--- src/design/u8sd_pkg.sv ---
`timescale 1ns / 1ps

package u8sd_pkg;

    // Fixed widths of the stream fields.
    localparam int BYTE_W   = 8;
    localparam int CP_W     = 21;
    localparam int LEN_W    = 3;
    localparam int IDX_W    = 16;
    localparam int TOTAL_W  = 17;
    localparam int TARGET_W = 16;

    // Output beat packing: code point, length, index, total, padded to bytes.
    localparam int OUT_FIELDS_W = CP_W + LEN_W + IDX_W + TOTAL_W;
    localparam int OUT_DATA_W   = ((OUT_FIELDS_W + 7) / 8) * 8;
    localparam int OUT_USER_W   = 2;

    // Lead and continuation byte bounds used by the strict decoder.
    localparam logic [7:0] LEAD2_LO   = 8'hC2;
    localparam logic [7:0] LEAD2_HI   = 8'hDF;
    localparam logic [7:0] LEAD3_LO   = 8'hE0;
    localparam logic [7:0] LEAD3_HI   = 8'hEF;
    localparam logic [7:0] LEAD4_LO   = 8'hF0;
    localparam logic [7:0] LEAD4_HI   = 8'hF4;
    localparam logic [7:0] LEAD3_SURR = 8'hED;
    localparam logic [7:0] CONT_MASK  = 8'hC0;
    localparam logic [7:0] CONT_TAG   = 8'h80;
    localparam logic [7:0] E0_MIN     = 8'hA0;
    localparam logic [7:0] ED_LIMIT   = 8'hA0;
    localparam logic [7:0] F0_MIN     = 8'h90;
    localparam logic [7:0] F4_MAX     = 8'h8F;

    // Sequence state carried from byte to byte (the glyph counter lives
    // in the top level because its width follows a parameter).
    typedef struct packed {
        logic [1:0]      pending;
        logic [7:0]      lead;
        logic [CP_W-1:0] partial;
        logic [2:0]      seq_len;
        logic            err;
    } seq_state_t;

    // What one byte does: next sequence state plus the result to emit.
    typedef struct packed {
        seq_state_t       next;
        logic             emit;
        logic             malformed;
        logic             count_inc;
        logic             clear;
        logic [CP_W-1:0]  code_point;
        logic [LEN_W-1:0] byte_length;
    } step_t;

endpackage

--- src/design/u8sd_step.sv ---
`timescale 1ns / 1ps

module u8sd_step (
    input  u8sd_pkg::seq_state_t  state,
    input  logic [7:0]            data_byte,
    input  logic                  final_byte,
    input  logic                  overflow,
    output u8sd_pkg::step_t       step
);
    import u8sd_pkg::*;

    logic seq_error;

    // Decode one byte against the current sequence state.
    always_comb
    begin
        step             = '0;
        step.next        = state;
        seq_error        = 1'b0;

        if (state.err)
        begin
            // Bytes after an error are dropped; the final one reports again.
            if (final_byte)
            begin
                step.emit      = 1'b1;
                step.malformed = 1'b1;
                step.clear     = 1'b1;
            end
        end
        else
        begin
            if (state.pending == 2'd0)
            begin
                // Lead byte classification.
                case (data_byte) inside
                    [8'h00 : 8'h7F]:
                    begin
                        step.next.partial = CP_W'(data_byte);
                        step.next.seq_len = 3'd1;
                    end
                    [LEAD2_LO : LEAD2_HI]:
                    begin
                        step.next.partial = CP_W'(data_byte[4:0]);
                        step.next.seq_len = 3'd2;
                        step.next.pending = 2'd1;
                    end
                    [LEAD3_LO : LEAD3_HI]:
                    begin
                        step.next.partial = CP_W'(data_byte[3:0]);
                        step.next.seq_len = 3'd3;
                        step.next.pending = 2'd2;
                    end
                    [LEAD4_LO : LEAD4_HI]:
                    begin
                        step.next.partial = CP_W'(data_byte[2:0]);
                        step.next.seq_len = 3'd4;
                        step.next.pending = 2'd3;
                    end
                    default:
                    begin
                        seq_error = 1'b1;
                    end
                endcase
                step.next.lead = data_byte;
            end
            else
            begin
                // Continuation byte, with range checks on the second byte.
                if ((data_byte & CONT_MASK) != CONT_TAG)
                begin
                    seq_error = 1'b1;
                end
                else if (({1'b0, state.pending} + 3'd1) == state.seq_len)
                begin
                    if ((state.lead == LEAD3_LO && data_byte < E0_MIN) ||
                        (state.lead == LEAD3_SURR && data_byte >= ED_LIMIT) ||
                        (state.lead == LEAD4_LO && data_byte < F0_MIN) ||
                        (state.lead == LEAD4_HI && data_byte > F4_MAX))
                    begin
                        seq_error = 1'b1;
                    end
                end

                if (!seq_error)
                begin
                    step.next.partial = {state.partial[CP_W-7:0], data_byte[5:0]};
                    step.next.pending = state.pending - 2'd1;
                end
            end

            // Decide the result of this byte.
            if (seq_error || (step.next.pending != 2'd0 && final_byte) ||
                (step.next.pending == 2'd0 && overflow))
            begin
                step.emit      = 1'b1;
                step.malformed = 1'b1;
                if (final_byte)
                begin
                    step.clear = 1'b1;
                end
                else
                begin
                    step.next.err = 1'b1;
                end
            end
            else if (step.next.pending == 2'd0)
            begin
                step.emit        = 1'b1;
                step.count_inc   = 1'b1;
                step.code_point  = step.next.partial;
                step.byte_length = step.next.seq_len;
                step.clear       = final_byte;
                step.next.partial = '0;
                step.next.seq_len = 3'd0;
                step.next.lead    = 8'd0;
            end
        end
    end

endmodule

--- src/design/utf8_strict_stream_decoder_core.sv ---
`timescale 1ns / 1ps

// Strict UTF-8 stream decoder: one input beat per byte, one result per glyph.
// A result is registered: it shows in the cycle after its byte is taken.
// Throughput: one byte per cycle while the output slot is free or draining;
// the output register decouples the two sides and the decode of a byte is
// one pass through the sequence-state logic. Reset (rst_n low, asynchronous)
// clears the sequence state, glyph count, target index and output valid flag.
module utf8_strict_stream_decoder_core #(
    parameter int INDEX_BITS = 16
) (
    input  logic                                clk,
    input  logic                                rst_n,
    // Configuration: target_glyph.
    input  logic                                cfg_wr_en,
    input  logic [u8sd_pkg::TARGET_W-1:0]       cfg_wr_data,
    // Input beat. tdata: data_byte[7:0]. tlast: final_byte.
    input  logic                                s_tvalid,
    output logic                                s_tready,
    input  logic [7:0]                          s_tdata,
    input  logic                                s_tlast,
    // Output beat. tdata: code_point[20:0], byte_length[23:21],
    // glyph_index[39:24], total_glyphs[56:40], zero padding[63:57].
    output logic                                m_tvalid,
    input  logic                                m_tready,
    output logic [u8sd_pkg::OUT_DATA_W-1:0]     m_tdata,
    // tuser: selected[0], malformed[1]. tlast: end_of_string.
    output logic [u8sd_pkg::OUT_USER_W-1:0]     m_tuser,
    output logic                                m_tlast
);
    import u8sd_pkg::*;

    localparam int CNT_W = INDEX_BITS + 1;
    localparam int EXT_W = 33;
    localparam logic [EXT_W-1:0] IDX_MASK = (EXT_W'(1) << INDEX_BITS) - EXT_W'(1);

    seq_state_t             state_reg;
    logic [CNT_W-1:0]       count_reg;
    logic [TARGET_W-1:0]    target_reg;
    logic                   out_valid_reg;
    logic [OUT_DATA_W-1:0]  out_data_reg;
    logic [OUT_USER_W-1:0]  out_user_reg;
    logic                   out_last_reg;

    step_t                  step;
    logic                   accept;
    logic [CNT_W-1:0]       count_next;
    logic [EXT_W-1:0]       count_ext;
    logic [EXT_W-1:0]       idx_masked;
    logic [EXT_W-1:0]       total_ext;
    logic                   selected;
    logic [OUT_DATA_W-1:0]  out_data_next;

    // Byte decode.
    u8sd_step u_step (
        .state      (state_reg),
        .data_byte  (s_tdata),
        .final_byte (s_tlast),
        .overflow   (count_reg[INDEX_BITS]),
        .step       (step)
    );

    // Handshake: take a byte whenever the output slot is free or draining.
    assign accept   = s_tvalid && s_tready;
    assign s_tready = !out_valid_reg || m_tready;

    // Result fields derived from the glyph counter.
    always_comb
    begin
        count_ext  = EXT_W'(count_reg);
        idx_masked = count_ext & IDX_MASK;
        total_ext  = step.count_inc ? (count_ext + EXT_W'(1)) : count_ext;
        selected   = step.count_inc && (idx_masked == EXT_W'(target_reg));
        count_next = step.clear ? '0 : (step.count_inc ? count_reg + CNT_W'(1) : count_reg);
        out_data_next = OUT_DATA_W'({total_ext[TOTAL_W-1:0], idx_masked[IDX_W-1:0],
                                     step.byte_length, step.code_point});
    end

    // Configuration register.
    always_ff @(posedge clk or negedge rst_n)
    begin
        if (!rst_n)
        begin
            target_reg <= '0;
        end
        else if (cfg_wr_en)
        begin
            target_reg <= cfg_wr_data;
        end
    end

    // Sequence state and glyph counter.
    always_ff @(posedge clk or negedge rst_n)
    begin
        if (!rst_n)
        begin
            state_reg <= '0;
            count_reg <= '0;
        end
        else if (accept)
        begin
            state_reg <= step.clear ? '0 : step.next;
            count_reg <= count_next;
        end
    end

    // Output valid flag.
    always_ff @(posedge clk or negedge rst_n)
    begin
        if (!rst_n)
        begin
            out_valid_reg <= 1'b0;
        end
        else if (accept)
        begin
            out_valid_reg <= step.emit;
        end
        else if (m_tready)
        begin
            out_valid_reg <= 1'b0;
        end
    end

    // Output payload.
    always_ff @(posedge clk)
    begin
        if (accept && step.emit)
        begin
            out_data_reg <= out_data_next;
            out_user_reg <= {step.malformed, selected};
            out_last_reg <= s_tlast;
        end
    end

    assign m_tvalid = out_valid_reg;
    assign m_tdata  = out_data_reg;
    assign m_tuser  = out_user_reg;
    assign m_tlast  = out_last_reg;

endmodule

--- config.mk ---
export PLATFORM = sky130hd
export DESIGN_NAME = utf8_strict_stream_decoder_core
export DESIGN_NICKNAME = d
export VERILOG_FILES = /design/src/design/u8sd_pkg.sv /design/src/design/u8sd_step.sv /design/src/design/utf8_strict_stream_decoder_core.sv
export SDC_FILE = /design/constraint.sdc
export NUM_CORES = 1
export LEC_CHECK = 0
export CORE_MARGIN = 2
export CORE_UTILIZATION = 28
export CTS_CLUSTER_DIAMETER = 200
export DETAILED_ROUTE_END_ITERATION = 7
export DONT_BUFFER_PORTS = 1
export GPL_ROUTABILITY_DRIVEN = 0
export SETUP_SLACK_MARGIN = 0.15
export SKIP_CTS_REPAIR_TIMING = 1
export SLEW_MARGIN = 20
export SYNTH_ARGS = -nofsm -noshare
export SYNTH_HDL_FRONTEND = slang
export SYNTH_SLANG_ARGS = --single-unit
--- constraint.sdc ---
create_clock -name clk -period 6.6 [get_ports clk]
set_input_delay 0.66 -clock clk [delete_from_list [all_inputs] [get_ports clk]]
set_output_delay 0.66 -clock clk [all_outputs]
set_load 0.005 [all_outputs]
== Word level (Yosys, flattened, before mapping) ==
Index checks and enable logic that the tools add are counted.
Operators by class
  $add $sub $neg: 4
  $lt $le $gt $ge: 12
  eq/ne operators: 8
  muxes and demuxes: 48
  bitwise logic cells: 1
  reductions and logical operators: 28
Operators by type and width (count)
  two-way mux 24 bit: 4
  two-way mux 35 bit: 2
  two-way mux 32 bit: 2
  two-way mux 17 bit: 3
  two-way mux 21 bit: 2
  adder 17 x 1 -> 17 bit, second input constant: 2
  equality test 8 bit, second input constant: 4
  greater-or-equal comparator 8 bit, second input constant: 4
  two-way mux 26 bit: 1
  <= comparator 8 bit, second input constant: 3
  two-way mux 1 bit: 23
  two-way mux 2 bit: 9
  equality test 16 bit: 1
  < comparator 8 bit, second input constant: 2
  logical AND 1 bit: 13
  greater-or-equal comparator 8 x 1 -> 1 bit, second input constant: 1
  > comparator 8 bit, second input constant: 1
  <= comparator 8 x 7 -> 1 bit, second input constant: 1
  two-way mux 8 bit: 1
  logical OR 1 bit: 6
  nonzero test 2 bit: 3
  zero test 2 bit: 2
  AND reduction 2 bit: 2
  adder 2 x 1 -> 3 bit, second input constant: 1
  other kinds (8): 8
Word-level totals
  flip-flop bits (word level): 129
  bits of input ports: 30
  output and inout bits: 69
  logic and storage cells: 113

== Logic depth before layout (Yosys ltp) ==
Gate-level depths: netlist of the first run.
  depth after elaboration: 21
  gate-level depth with buffers: 13
  gate-level depth less buffers: 10

== Cells and area by module ==
From an unflattened synthesis of the first run, not the netlist that was laid out.
Second synthesis, totals
  cells, all modules: 667
  area, all modules: 6812.8 µm²
By module, submodules not included
  utf8_strict_stream_decoder_core: instances 1, cells an instance 449, area an instance 5470.2 µm², seq. area each 3528.4 µm²
  u8sd_step: instances 1, cells an instance 218, area an instance 1342.5 µm², seq. area each 0.0 µm²

== Worst setup path before layout of the first run ==
Ideal clock, no wire load.
  path kind: reg-to-reg
  start: register state_reg[33] (netlist bit)
  end: register out_data_reg[0] (netlist: m_tdata[0]), enable pin
  setup time: 0.478 ns
  data arrival time: 4.981 ns
  required time: 6.122 ns
  path slack: 1.140 ns
  cell stages (with the launch flop): 12
  path buffers: 1
  clock period less this slack: 5.460 ns
  path through: dfrtp_1 > buf_2 > inv_1 > ha_1 > xor2_1 > or4_1 > a211o_1 > a21oi_2 > nor2_1 > o21ai_0 > a21oi_1 > nor2_1
On the way
  cells in the longest elaborated chain, start to end: 16
  elaborated cells on any way between the ends: 27
  those cells by class: add/sub (2); eq/ne (1); mux (16); reduce/logical (8)
Ends and longest elaborated chain
  start, declared: RTL line utf8_strict_stream_decoder_core.sv:37  | seq_state_t state_reg;
  start signal, assigned: RTL line utf8_strict_stream_decoder_core.sv:102  | state_reg <= step.clear ? '0 : step.next;
  adder 2 x 1 -> 3 bit: RTL line u8sd_step.sv:74  | else if (({1'b0, state.pending} + 3'd1) == state.seq_len)
  equality test 3 bit: RTL line u8sd_step.sv:74
  two-way mux 1 bit: RTL line u8sd_step.sv:74
  two-way mux 1 bit: RTL line u8sd_step.sv:70  | if ((data_byte & CONT_MASK) != CONT_TAG)
  two-way mux 1 bit: RTL line u8sd_step.sv:33  | if (state.pending == 2'd0)
  two-way mux 1 bit: RTL line u8sd_step.sv:21  | if (state.err)
  two-way mux 2 bit: RTL line u8sd_step.sv:85  | if (!seq_error)
  two-way mux 2 bit: RTL line u8sd_step.sv:33
  two-way mux 2 bit: RTL line u8sd_step.sv:21
  nonzero test 2 bit: RTL line u8sd_step.sv:93  | if (seq_error || (step.next.pending != 2'd0 && final_byte) ||
  logical AND 1 bit: RTL line u8sd_step.sv:93
  logical OR 1 bit (2 in series): RTL line u8sd_step.sv:93
  two-way mux 1 bit (*): RTL line u8sd_step.sv:93
  two-way mux 2 bit (*): RTL line u8sd_step.sv:21
  logical AND 1 bit (*): RTL line utf8_strict_stream_decoder_core.sv:127  | if (accept && step.emit)
  end signal, assigned: RTL line utf8_strict_stream_decoder_core.sv:129  | out_data_reg <= out_data_next;
  end, declared: RTL line utf8_strict_stream_decoder_core.sv:41  | logic [OUT_DATA_W-1:0] out_data_reg;
Mark *: on every way between the ends. The rest lies on a longest branch, timed or not. The select of a mux whose other input is x is not followed.
A chain may end at the register's enable or synchronous reset.

== Final worst setup path of the first run ==
  start: register state_reg[33] (netlist bit)
  end: register out_data_reg[5] (netlist: m_tdata[5]), enable pin
Same word-level chain as after synthesis.

==> results of run 1 <==
## worst reg2reg max path, delay by kind of cell (launching register included)
family,cells,cell delay (ns)
adder cells (fa/ha/maj),1,0.33
AO/OA/AOI/OAI,5,1.10
XOR/XNOR,1,0.17
flip-flops,1,0.51
buffers and inverters,2,0.62
AND/OR/NAND/NOR,2,1.13
## final timing paths
kind	from	endpoint	cells after the start
setup / recovery	state_reg[33]$_DFFE_PN0P_	m_tdata[5]$_SDFFCE_PP0P_	11
hold / removal	rst_n	target_reg[8]$_DFFE_PN0P_	1
setup reg to reg	state_reg[33]$_DFFE_PN0P_	m_tdata[5]$_SDFFCE_PP0P_	11
hold reg to reg	state_reg[30]$_DFFE_PN0P_	state_reg[30]$_DFFE_PN0P_	1
max in group asynchronous	rst_n	state_reg[3]$_DFFE_PN0P_	1
min in group clk	s_tlast	count_reg[16]$_DFFE_PN0P_	1
## layout make-up
cell class,instances,area (sq um)
Sequential cell,129,3530
Inverter,11,41.3
Tap cell,275,344
Multi-Input combinational cell,353,2350
Fill cell,2072,14300
Timing Repair Buffer,3,42.5
Clock buffer,21,462
Clock inverter,11,130
## kinds of logic (layout without fill, tap and decap cells)
family,count (synthesis),in the layout
xor+xnor,34,34
simple gates,163,163
mux,27,27
compound gates,119,119
flops,129,129
other cells,1,7
fa+ha+maj,3,3
buf+inv,52,46
## report_power, final
group          total, mW  switching [mW]  internal, mW
Sequential          1.15           0.132          1.02
Clock              0.937           0.355         0.582
Combinational      0.555           0.375         0.180
Total               2.64           0.863          1.78
## synthesized netlist by cell type (all sizes together), types with 5 or more instances
cell type / number / area [sq um]
mux2: 17 / 191
xnor2: 10 / 87.6
a32o: 9 / 90.1
nand2: 52 / 195
o21ai: 25 / 129
a21oi: 20 / 115
inv: 11 / 41.3
mux2i: 10 / 100
a22oi: 16 / 120
edfxtp: 60 / 1800
clkbuf: 23 / 86.3
nand3: 12 / 65.1
a22o: 17 / 149
nor2: 46 / 173
dfrtp: 69 / 1730
and3: 9 / 56.3
xor2: 24 / 210
buf: 18 / 125
nor3: 6 / 30.0
and2: 5 / 33.8
nor4: 9 / 56.3
nand4: 5 / 37.5
## metal layers
metal | up-vias | GRT usage, % | part of all wire [%]
met3 | 29 | 5.63 | 8.5
met4 | 0 | 5.93 | 2.4
met5 | - | 0 | 0
met1 | 1982 | 16.3 | 42
met2 | 151 | 20.4 | 47
li1 | 1909 | - | -
==> results_dict.tcl, run 1 <==
set metrics [dict create \
    status "finished, final reports clean" \
    viasPerCell 5.07 \
    htreeDepth 4 \
    cts_sinks 129 \
    yosysUniqueCellTypes 59 \
    numCtsBuffers 17 \
    pin_count 99 \
    async_flop_share_pct 53.5 \
    clock_skew_ns 0.0164 \
    initial_core_util_pct 28.7 \
    critPathBufInv 2 \
    routedWlPerCell_microns 18.6 \
    finalPower_mw 2.64 \
    clock_latency_ns 0.42 \
    drc 0 \
    die_x_microns 152 \
    cpMaxStageDelayCell "nor2_4" \
    final_hold_viol_count 0 \
    fmax_mhz 235 \
    cts_root_buf "clkbuf_16" \
    syn_to_final_growth_pct 13.2 \
    drive_above_1_share_pct 11.7 \
    rows 53 \
    clk_pin_slew_worst_paths_ns 0.06 \
    period_needed_ns 4.26 \
    timing.hold.ws_ns 0.128 \
    yosys_most_used_dff "dfrtp_1" \
    setup_tns_ns 0 \
    dp_hpwl_mm 10.4 \
    placed_area_sq_um 6270 \
    routed_wl_mm 14.9 \
    postRouteAntennaNets 0 \
    cp_max_fo 38 \
    vias 4071 \
    diodes 0 \
    synth_compound_area_share_pct 14.8 \
    cp-end-kind "flip-flop" \
    relSlewSlack_pct 37.1 \
    die_y_microns 152 \
    yosys.area_share.simple_pct 12.8 \
    syn_area_per_cell_sq_um 11.5 \
    max_cap_violations 0 \
    final_util_pct 32.5 \
    syn-instance-count 528 \
    groute.usage.overall_pct 13.3 \
    synth_warnings 0 \
    synthAdderAreaFrac_pct 0.616 \
    crit_path_frequent_cell "o21ai_0" \
    port_buffers 0 \
    setup_violations 0 \
    ir_drop_v 0.000146 \
    antenna_found_initial 0 \
    netlist_area_sq_um 6100 \
    synth_xor_area_share_pct 4.88 \
    power.static_leakage_nw 2.78 \
    worstSetupPathType "flip-flop to flip-flop" \
    layout_common_cells "69 x dfrtp_1, 60 x edfxtp_1, 51 x nand2_1" \
    cts_tree "yes" \
    dp.cells 770 \
    start_kind "flip-flop" \
    die_area_sq_um 23000 \
    crit_chain "inv_1 > ha_1 > xor2_1 > or4_1 > a211oi_2 > o21ai_0 > o211a_1 > o21ai_0 > a21oi_1 > nor2_4 > buf_4" \
    worst_slack_ns 2.34 \
    synth-seq-area-share_pct 57.9 \
    core-area_sq_um 21200 \
    final_common_cell "dfrtp_1" \
    cp_data_required_time_ns 6.66 \
    first_pass_iters 6 \
    grt_pass1_vias 4168 \
    synth_edf_count 60 \
    finish.net_count 548 \
    largest_register_ffs 57 \
    synthMuxAreaShare_pct 4.78 \
    r2r_slack_ns 2.34 \
    ys_seq_elements 129 \
    finalCritPeriodShare_pct 64.6 \
    power_density_nw_per_um2 383 \
    synth_top_family_by_area "compound AO/OA/AOI/OAI gates" \
    stdcell_count 803 \
    max_stage_delay_ns 0.57 \
    tightest_slew_ns 0.943 \
    place_ws_ns 2.36 \
    rsz0062_at_grt "false" \
    arrival_ns 4.32 \
    design_area_sq_um 6900 \
    grt_pass1_wl_mm 23.2 \
    clockBufferDepth 2 \
    grt-ovfl-total 0 \
    crit_family "simple AND/OR/NAND/NOR gates" \
    finalMaxSlewViolations 0 \
    hold_class "primary input to async pin" \
    grt_start_max_net_pins 70 \
    drt_iter0_markers 435 \
]
Power figures use the tool's default switching activity.
==> run 2: changes to the inputs <==
clock period = 3.44 ns   (was 6.6 ns; I/O delays follow)
==> run 2 against run 1 <==
  * Total power rose by 91%
  * Final cell count rose by 1.2%
  * Clock-buffer cell count fell by 4
  * Utilization rose by 0.47 points
  * Final area rose by 1.4%
  * Wire length fell by 0.31%
==> results_dict.tcl, run 2 (synthesized netlist as in run 1, its figures left out) <==
set metrics [dict create \
    drive_above_1_share_pct 14.9 \
    clockBufferDepth 2 \
    stdcell_count 813 \
    die_x_microns 152 \
    largest_register_ffs 57 \
    port_buffers 0 \
    rsz0062_at_grt "false" \
    r2r_slack_ns 0.27 \
    clk_pin_slew_worst_paths_ns 0.06 \
    rr_startpoint "state_reg[34]$_DFFE_PN0P_" \
    setup_tns_ns 0 \
    die_y_microns 152 \
    crit_path_end "state_reg[17]$_DFFE_PN0P_" \
    groute.usage.overall_pct 13.3 \
    rows 53 \
    grt_start_max_net_pins 70 \
    grt_pass1_vias 4100 \
    relSlewSlack_pct 52.7 \
    cts_tree "yes" \
    ir_drop_v 0.000352 \
    postRouteAntennaNets 0 \
    diodes 0 \
    crit_path_start "state_reg[34]$_DFFE_PN0P_" \
    grt_pass1_wl_mm 23.2 \
    die_area_sq_um 23000 \
    drt_iter0_markers 435 \
    rr_worst_depth 11 \
    final_hold_viol_count 0 \
    reg2reg_to "state_reg[17]$_DFFE_PN0P_" \
    fmax_mhz 315 \
    final_common_cell "dfrtp_1" \
    clock_skew_ns 0.00883 \
    finalMaxSlewViolations 0 \
    start_kind "flip-flop" \
    routed_wl_mm 14.9 \
    cp-end-kind "flip-flop" \
    arrival_ns 3.52 \
    routedWlPerCell_microns 18.3 \
    dp.cells 775 \
    period_needed_ns 3.17 \
    cts_root_buf "clkbuf_16" \
    hold_start "s_tlast" \
    tightest_slew_ns 0.704 \
    power_density_nw_per_um2 723 \
    cp_max_fo 14 \
    clock_latency_ns 0.42 \
    setup_violations 0 \
    antenna_found_initial 0 \
    status "finished, final reports clean" \
    power.static_leakage_nw 2.80 \
    pin_count 99 \
    max_cap_violations 0 \
    initial_core_util_pct 28.7 \
    grt-ovfl-total 0 \
    numCtsBuffers 17 \
    hold_class "primary input to flip-flop" \
    first_pass_iters 5 \
    layout_common_cells "68 x dfrtp_1, 60 x edfxtp_1, 51 x nand2_1" \
    drc 0 \
    vias 4164 \
    finalCritPeriodShare_pct 92.2 \
    core-area_sq_um 21200 \
    finish.net_count 558 \
    worstSetupPathType "flip-flop to flip-flop" \
    dp_hpwl_mm 10.2 \
    syn_to_final_growth_pct 14.8 \
    cts_sinks 129 \
    htreeDepth 4 \
    cp_data_required_time_ns 3.79 \
    viasPerCell 5.12 \
]
-- run 2: changes by cell type in the layout (fill, tap and decap cells not counted), moves of 3 or more --
| cell | change |
|---|---|
| clkbuf_1 | -3 |
| inv_6 | +3 |
| clkinvlp_4 | +4 |
| buf_4 | +6 |
-- run 2: final cells by class --
type | count | area (sq um)
repair buffers | 13 | 139
well taps | 275 | 344
fillers | 2099 | 14200
multi-input cells | 353 | 2390
inverters | 11 | 41.3
clock inverters | 15 | 128
clock buffers | 17 | 425
flip-flops and latches | 129 | 3530
-- run 2: worst min path at each step --
stage	end	slack (ns)	cells past startpoint
after floorplan	count_reg[0]$_DFFE_PN0P_	0.05	0
after global placement	target_reg[10]$_DFFE_PN0P_	0.05	0
after detailed placement	target_reg[10]$_DFFE_PN0P_	0.05	0
after CTS	target_reg[7]$_DFFE_PN0P_	-0.40	0
after global routing	m_tlast$_DFFE_PP_	0.006	0
final	state_reg[0]$_DFFE_PN0P_	0.02	1
-- run 2: worst max-delay path, cell delays in order (launching register included) --
cell and delay [ns]:
dfrtp_1 0.42, inv_1 0.14, ha_4 0.22, xor2_1 0.13, or4_4 0.53, a211oi_4 0.27, mux2i_2 0.12, and2_4 0.22
buf_4 0.14, a21oi_4 0.34, and2_2 0.38, a22o_1 0.18
-- run 2: metal layers --
layer / up-vias / global-route usage [%] / wire (microns)
li1: 1924 / - / -
met3: 16 / 5.45 / 1170
met1: 2084 / 16.5 / 6490
met2: 140 / 20.8 / 6990
met4: 0 / 4.58 / 249
met5: - / 0 / 0
-- run 2: power breakdown --
| part | switching [mW] | internal [mW] |
|---|---|---|
| Combinational | 0.758 | 0.416 |
| Sequential | 0.251 | 1.95 |
| Clock | 0.739 | 0.942 |
-- run 2: per-stage QoR --
step	power (mW)	setup WS, ns	util, %	hold slack (ns)	cell area [sq um]
floorplan	3.03	-0.0898	-	0.0484	6170
finish	5.06	0.269	33.0	0.0190	7000
CTS	5.05	0.118	32.6	-0.403	6920
detailed placement	3.35	0.123	30.0	0.0507	6360
global placement	3.31	0.253	30.0	0.0515	6360
global route	5.32	0.126	33.0	0.00570	7000
==> run 3: changes to the inputs <==
CORE_UTILIZATION = 30   (was 28)
SYNTH_HIERARCHICAL = 1   (was not set)
clock period = 2.6 ns   (was 3.44 ns; I/O delays follow)
==> run 3 against run 2 <==
  * The run now ends with setup timing left
  * Total power rose by 55%
  * Combinational power rose by 100%
  * Critical path type unchanged
  * First-iteration DRC count decreased by 7.8%
==> results_dict.tcl, run 3 <==
set metrics [dict create \
    post-synth-top-count-cell "nand2_1" \
    grt-ovfl-total 0 \
    die_x_microns 155 \
    ys_top_cells_by_count "129 x nand2_1, 69 x dfrtp_1, 60 x edfxtp_1" \
    failed_checks "setup timing" \
    dp_hpwl_mm 11.8 \
    fill_cells 2210 \
    arrival_ns 3.12 \
    htreeDepth 4 \
    clock_latency_ns 0.43 \
    worst_slack_ns -0.350 \
    final_common_cell "nand2_1" \
    final_hold_viol_count 0 \
    numCtsBuffers 17 \
    crit_path_end "m_tdata[41]$_DFFE_PP_" \
    finalPower_mw 7.82 \
    clockBufferDepth 2 \
    routedWlPerCell_microns 17.4 \
    placed_area_sq_um 7390 \
    synth_warnings 6 \
    synth.largest_area_cell "edfxtp_1" \
    relSlewSlack_pct 55.5 \
    drc 0 \
    grt_pass1_wl_mm 28.0 \
    ir_drop_v 0.000506 \
    place_ws_ns -0.365 \
    netlist_area_sq_um 6810 \
    yosysUniqueCellTypes 73 \
    grt_start_max_net_pins 71 \
    routed_wl_mm 18.1 \
    layout_common_cells "128 x nand2_1, 68 x dfrtp_1, 61 x buf_4" \
    finalCritPeriodShare_pct 113 \
    die_y_microns 155 \
    core-area_sq_um 22400 \
    initial_core_util_pct 30.4 \
    cts_root_buf "clkbuf_16" \
    worstSetupPathType "flip-flop to flip-flop" \
    p_comb_share_pct 30.3 \
    cp_data_required_time_ns 2.77 \
    diodes 0 \
    design_area_sq_um 8470 \
    rsz0062_at_grt "true" \
    clk_pin_slew_worst_paths_ns 0.06 \
    hold_class "primary input to flip-flop" \
    syn-instance-count 667 \
    synth_top_cell_area_share_pct 26.4 \
    vias 5277 \
    drive_above_1_share_pct 21.5 \
    p_int_mw 5.07 \
    power.switching_mw 2.75 \
    syn_area_per_cell_sq_um 10.2 \
    grt_pass1_vias 5026 \
    synth_edf_count 60 \
    r2r_slack_ns -0.35 \
    cp-end-kind "flip-flop" \
    async_flop_share_pct 53.5 \
    clock_skew_ns 0.00910 \
    finalMaxSlewViolations 0 \
    synth_area_leaders "edfxtp_1 26%, dfrtp_1 25%, nand2_1 7.1%, o21ai_0 3.6%, xnor2_1 3.6%" \
    pin_count 99 \
    swShare_pct 35.2 \
    finish.net_count 773 \
    ys_seq_elements 129 \
    fmax_mhz 339 \
    final_util_pct 37.7 \
    crit_path_start "state_reg[33]$_DFFE_PN0P_" \
    setup_violations 111 \
    rr_startpoint "state_reg[33]$_DFFE_PN0P_" \
    largest_register_ffs 57 \
    drt_iter0_markers 401 \
    groute.usage.overall_pct 15.0 \
    port_buffers 0 \
    tightest_slew_ns 0.666 \
    setup_tns_ns -25.41 \
    period_needed_ns 2.95 \
    start_kind "flip-flop" \
    die_area_sq_um 23900 \
    synth-seq-area-share_pct 51.8 \
    viasPerCell 5.08 \
    rr_worst_depth 10 \
    power.static_leakage_nw 3.26 \
    first_pass_iters 5 \
    clkPwrFrac_pct 29.2 \
    power_density_nw_per_um2 923 \
    cts_tree "yes" \
    postRouteAntennaNets 0 \
    p_seq_share_pct 40.5 \
    status "finished with violations" \
    rows 55 \
    reg2reg_to "m_tdata[41]$_DFFE_PP_" \
    syn_to_final_growth_pct 24.3 \
    max_cap_violations 0 \
    cp_max_fo 22 \
    cts_sinks 129 \
    antenna_found_initial 0 \
    yosys_most_used_dff "dfrtp_1" \
]
run 3: changes by cell type after synthesis, sizes merged, moves of 10 or more:
cell   before  now
nand2      52  129
nand4       5   19
xor2       24    7
xnor2      10   28
inv        11   21
o21ai      25   52
run 3: worst min-delay path by stage:
| stage | depth (start not counted) | end | from | slack [ns] |
|---|---|---|---|---|
| floorplan | 0 | count_reg[0]$_DFFE_PN0P_ | rst_n | -0.04 |
| global placement | 0 | state_reg[20]$_DFFE_PN0P_ | rst_n | -0.03 |
| detailed placement | 0 | state_reg[19]$_DFFE_PN0P_ | rst_n | -0.03 |
| CTS | 0 | state_reg[20]$_DFFE_PN0P_ | rst_n | -0.49 |
| global route | 2 | count_reg[0]$_DFFE_PN0P_ | s_tlast | 0.02 |
| finish | 2 | count_reg[0]$_DFFE_PN0P_ | s_tlast | 0.02 |
run 3: area by class of cell:
class,count,area (sq um),area share [%]
clock inverters,13,113,1.33
clock buffers,19,443,5.23
repair buffers,104,960,11.3
multi-input cells,466,2980,35.2
flip-flops and latches,129,3530,41.7
well taps,285,357,4.21
inverters,22,85.1,1.00
run 3: metal layers:
metal	GRT usage [%]	part of all wire [%]	up-vias	wire length, microns
met3	4.46	6.3	28	1140
li1	-	-	2536	-
met4	4.67	1.5	0	269
met5	0	0	-	0
met2	23.6	48	167	8620
met1	20.0	44	2546	8030
run 3: through the flow:
step	hold slack [ns]	instances
CTS	-0.487	997
global placement	-0.0328	965
global route	0.0152	1038
finish	0.0205	1038
detailed placement	-0.0323	965
floorplan	-0.0356	673
run 3: power by group through the flow:
stage          sequential, mW  combinational, mW  clock, mW
2_1_floorplan            2.93               1.74          0
3_3_place_gp             3.21               2.09          0
3_5_place_dp             3.21               2.11          0
4_1_cts                  3.18               2.13       2.32
5_1_grt                  3.24               2.59       2.40
6_report                 3.17               2.36       2.29
run 3: worst max-delay path: stages, from the launching register on:
cell	delay [ns]
dfrtp_2	0.43
inv_2	0.09
ha_4	0.21
xor2_2	0.17
nor3_2	0.26
o2111a_2	0.26
o21ai_2	0.07
or4_4	0.45
inv_4	0.08
buf_4	0.29
mux2_2	0.37
run 3: logic make-up after synthesis:
family,share of synthesized area [%]
muxes,4.15
buffers and inverters,6.80
xor gates and xnor gates,4.50
DFF,51.8
and+or+nand+nor,17.9
AOI/OAI and AO/OA,14.3
adders and majority gates,0.551
other,0.0550
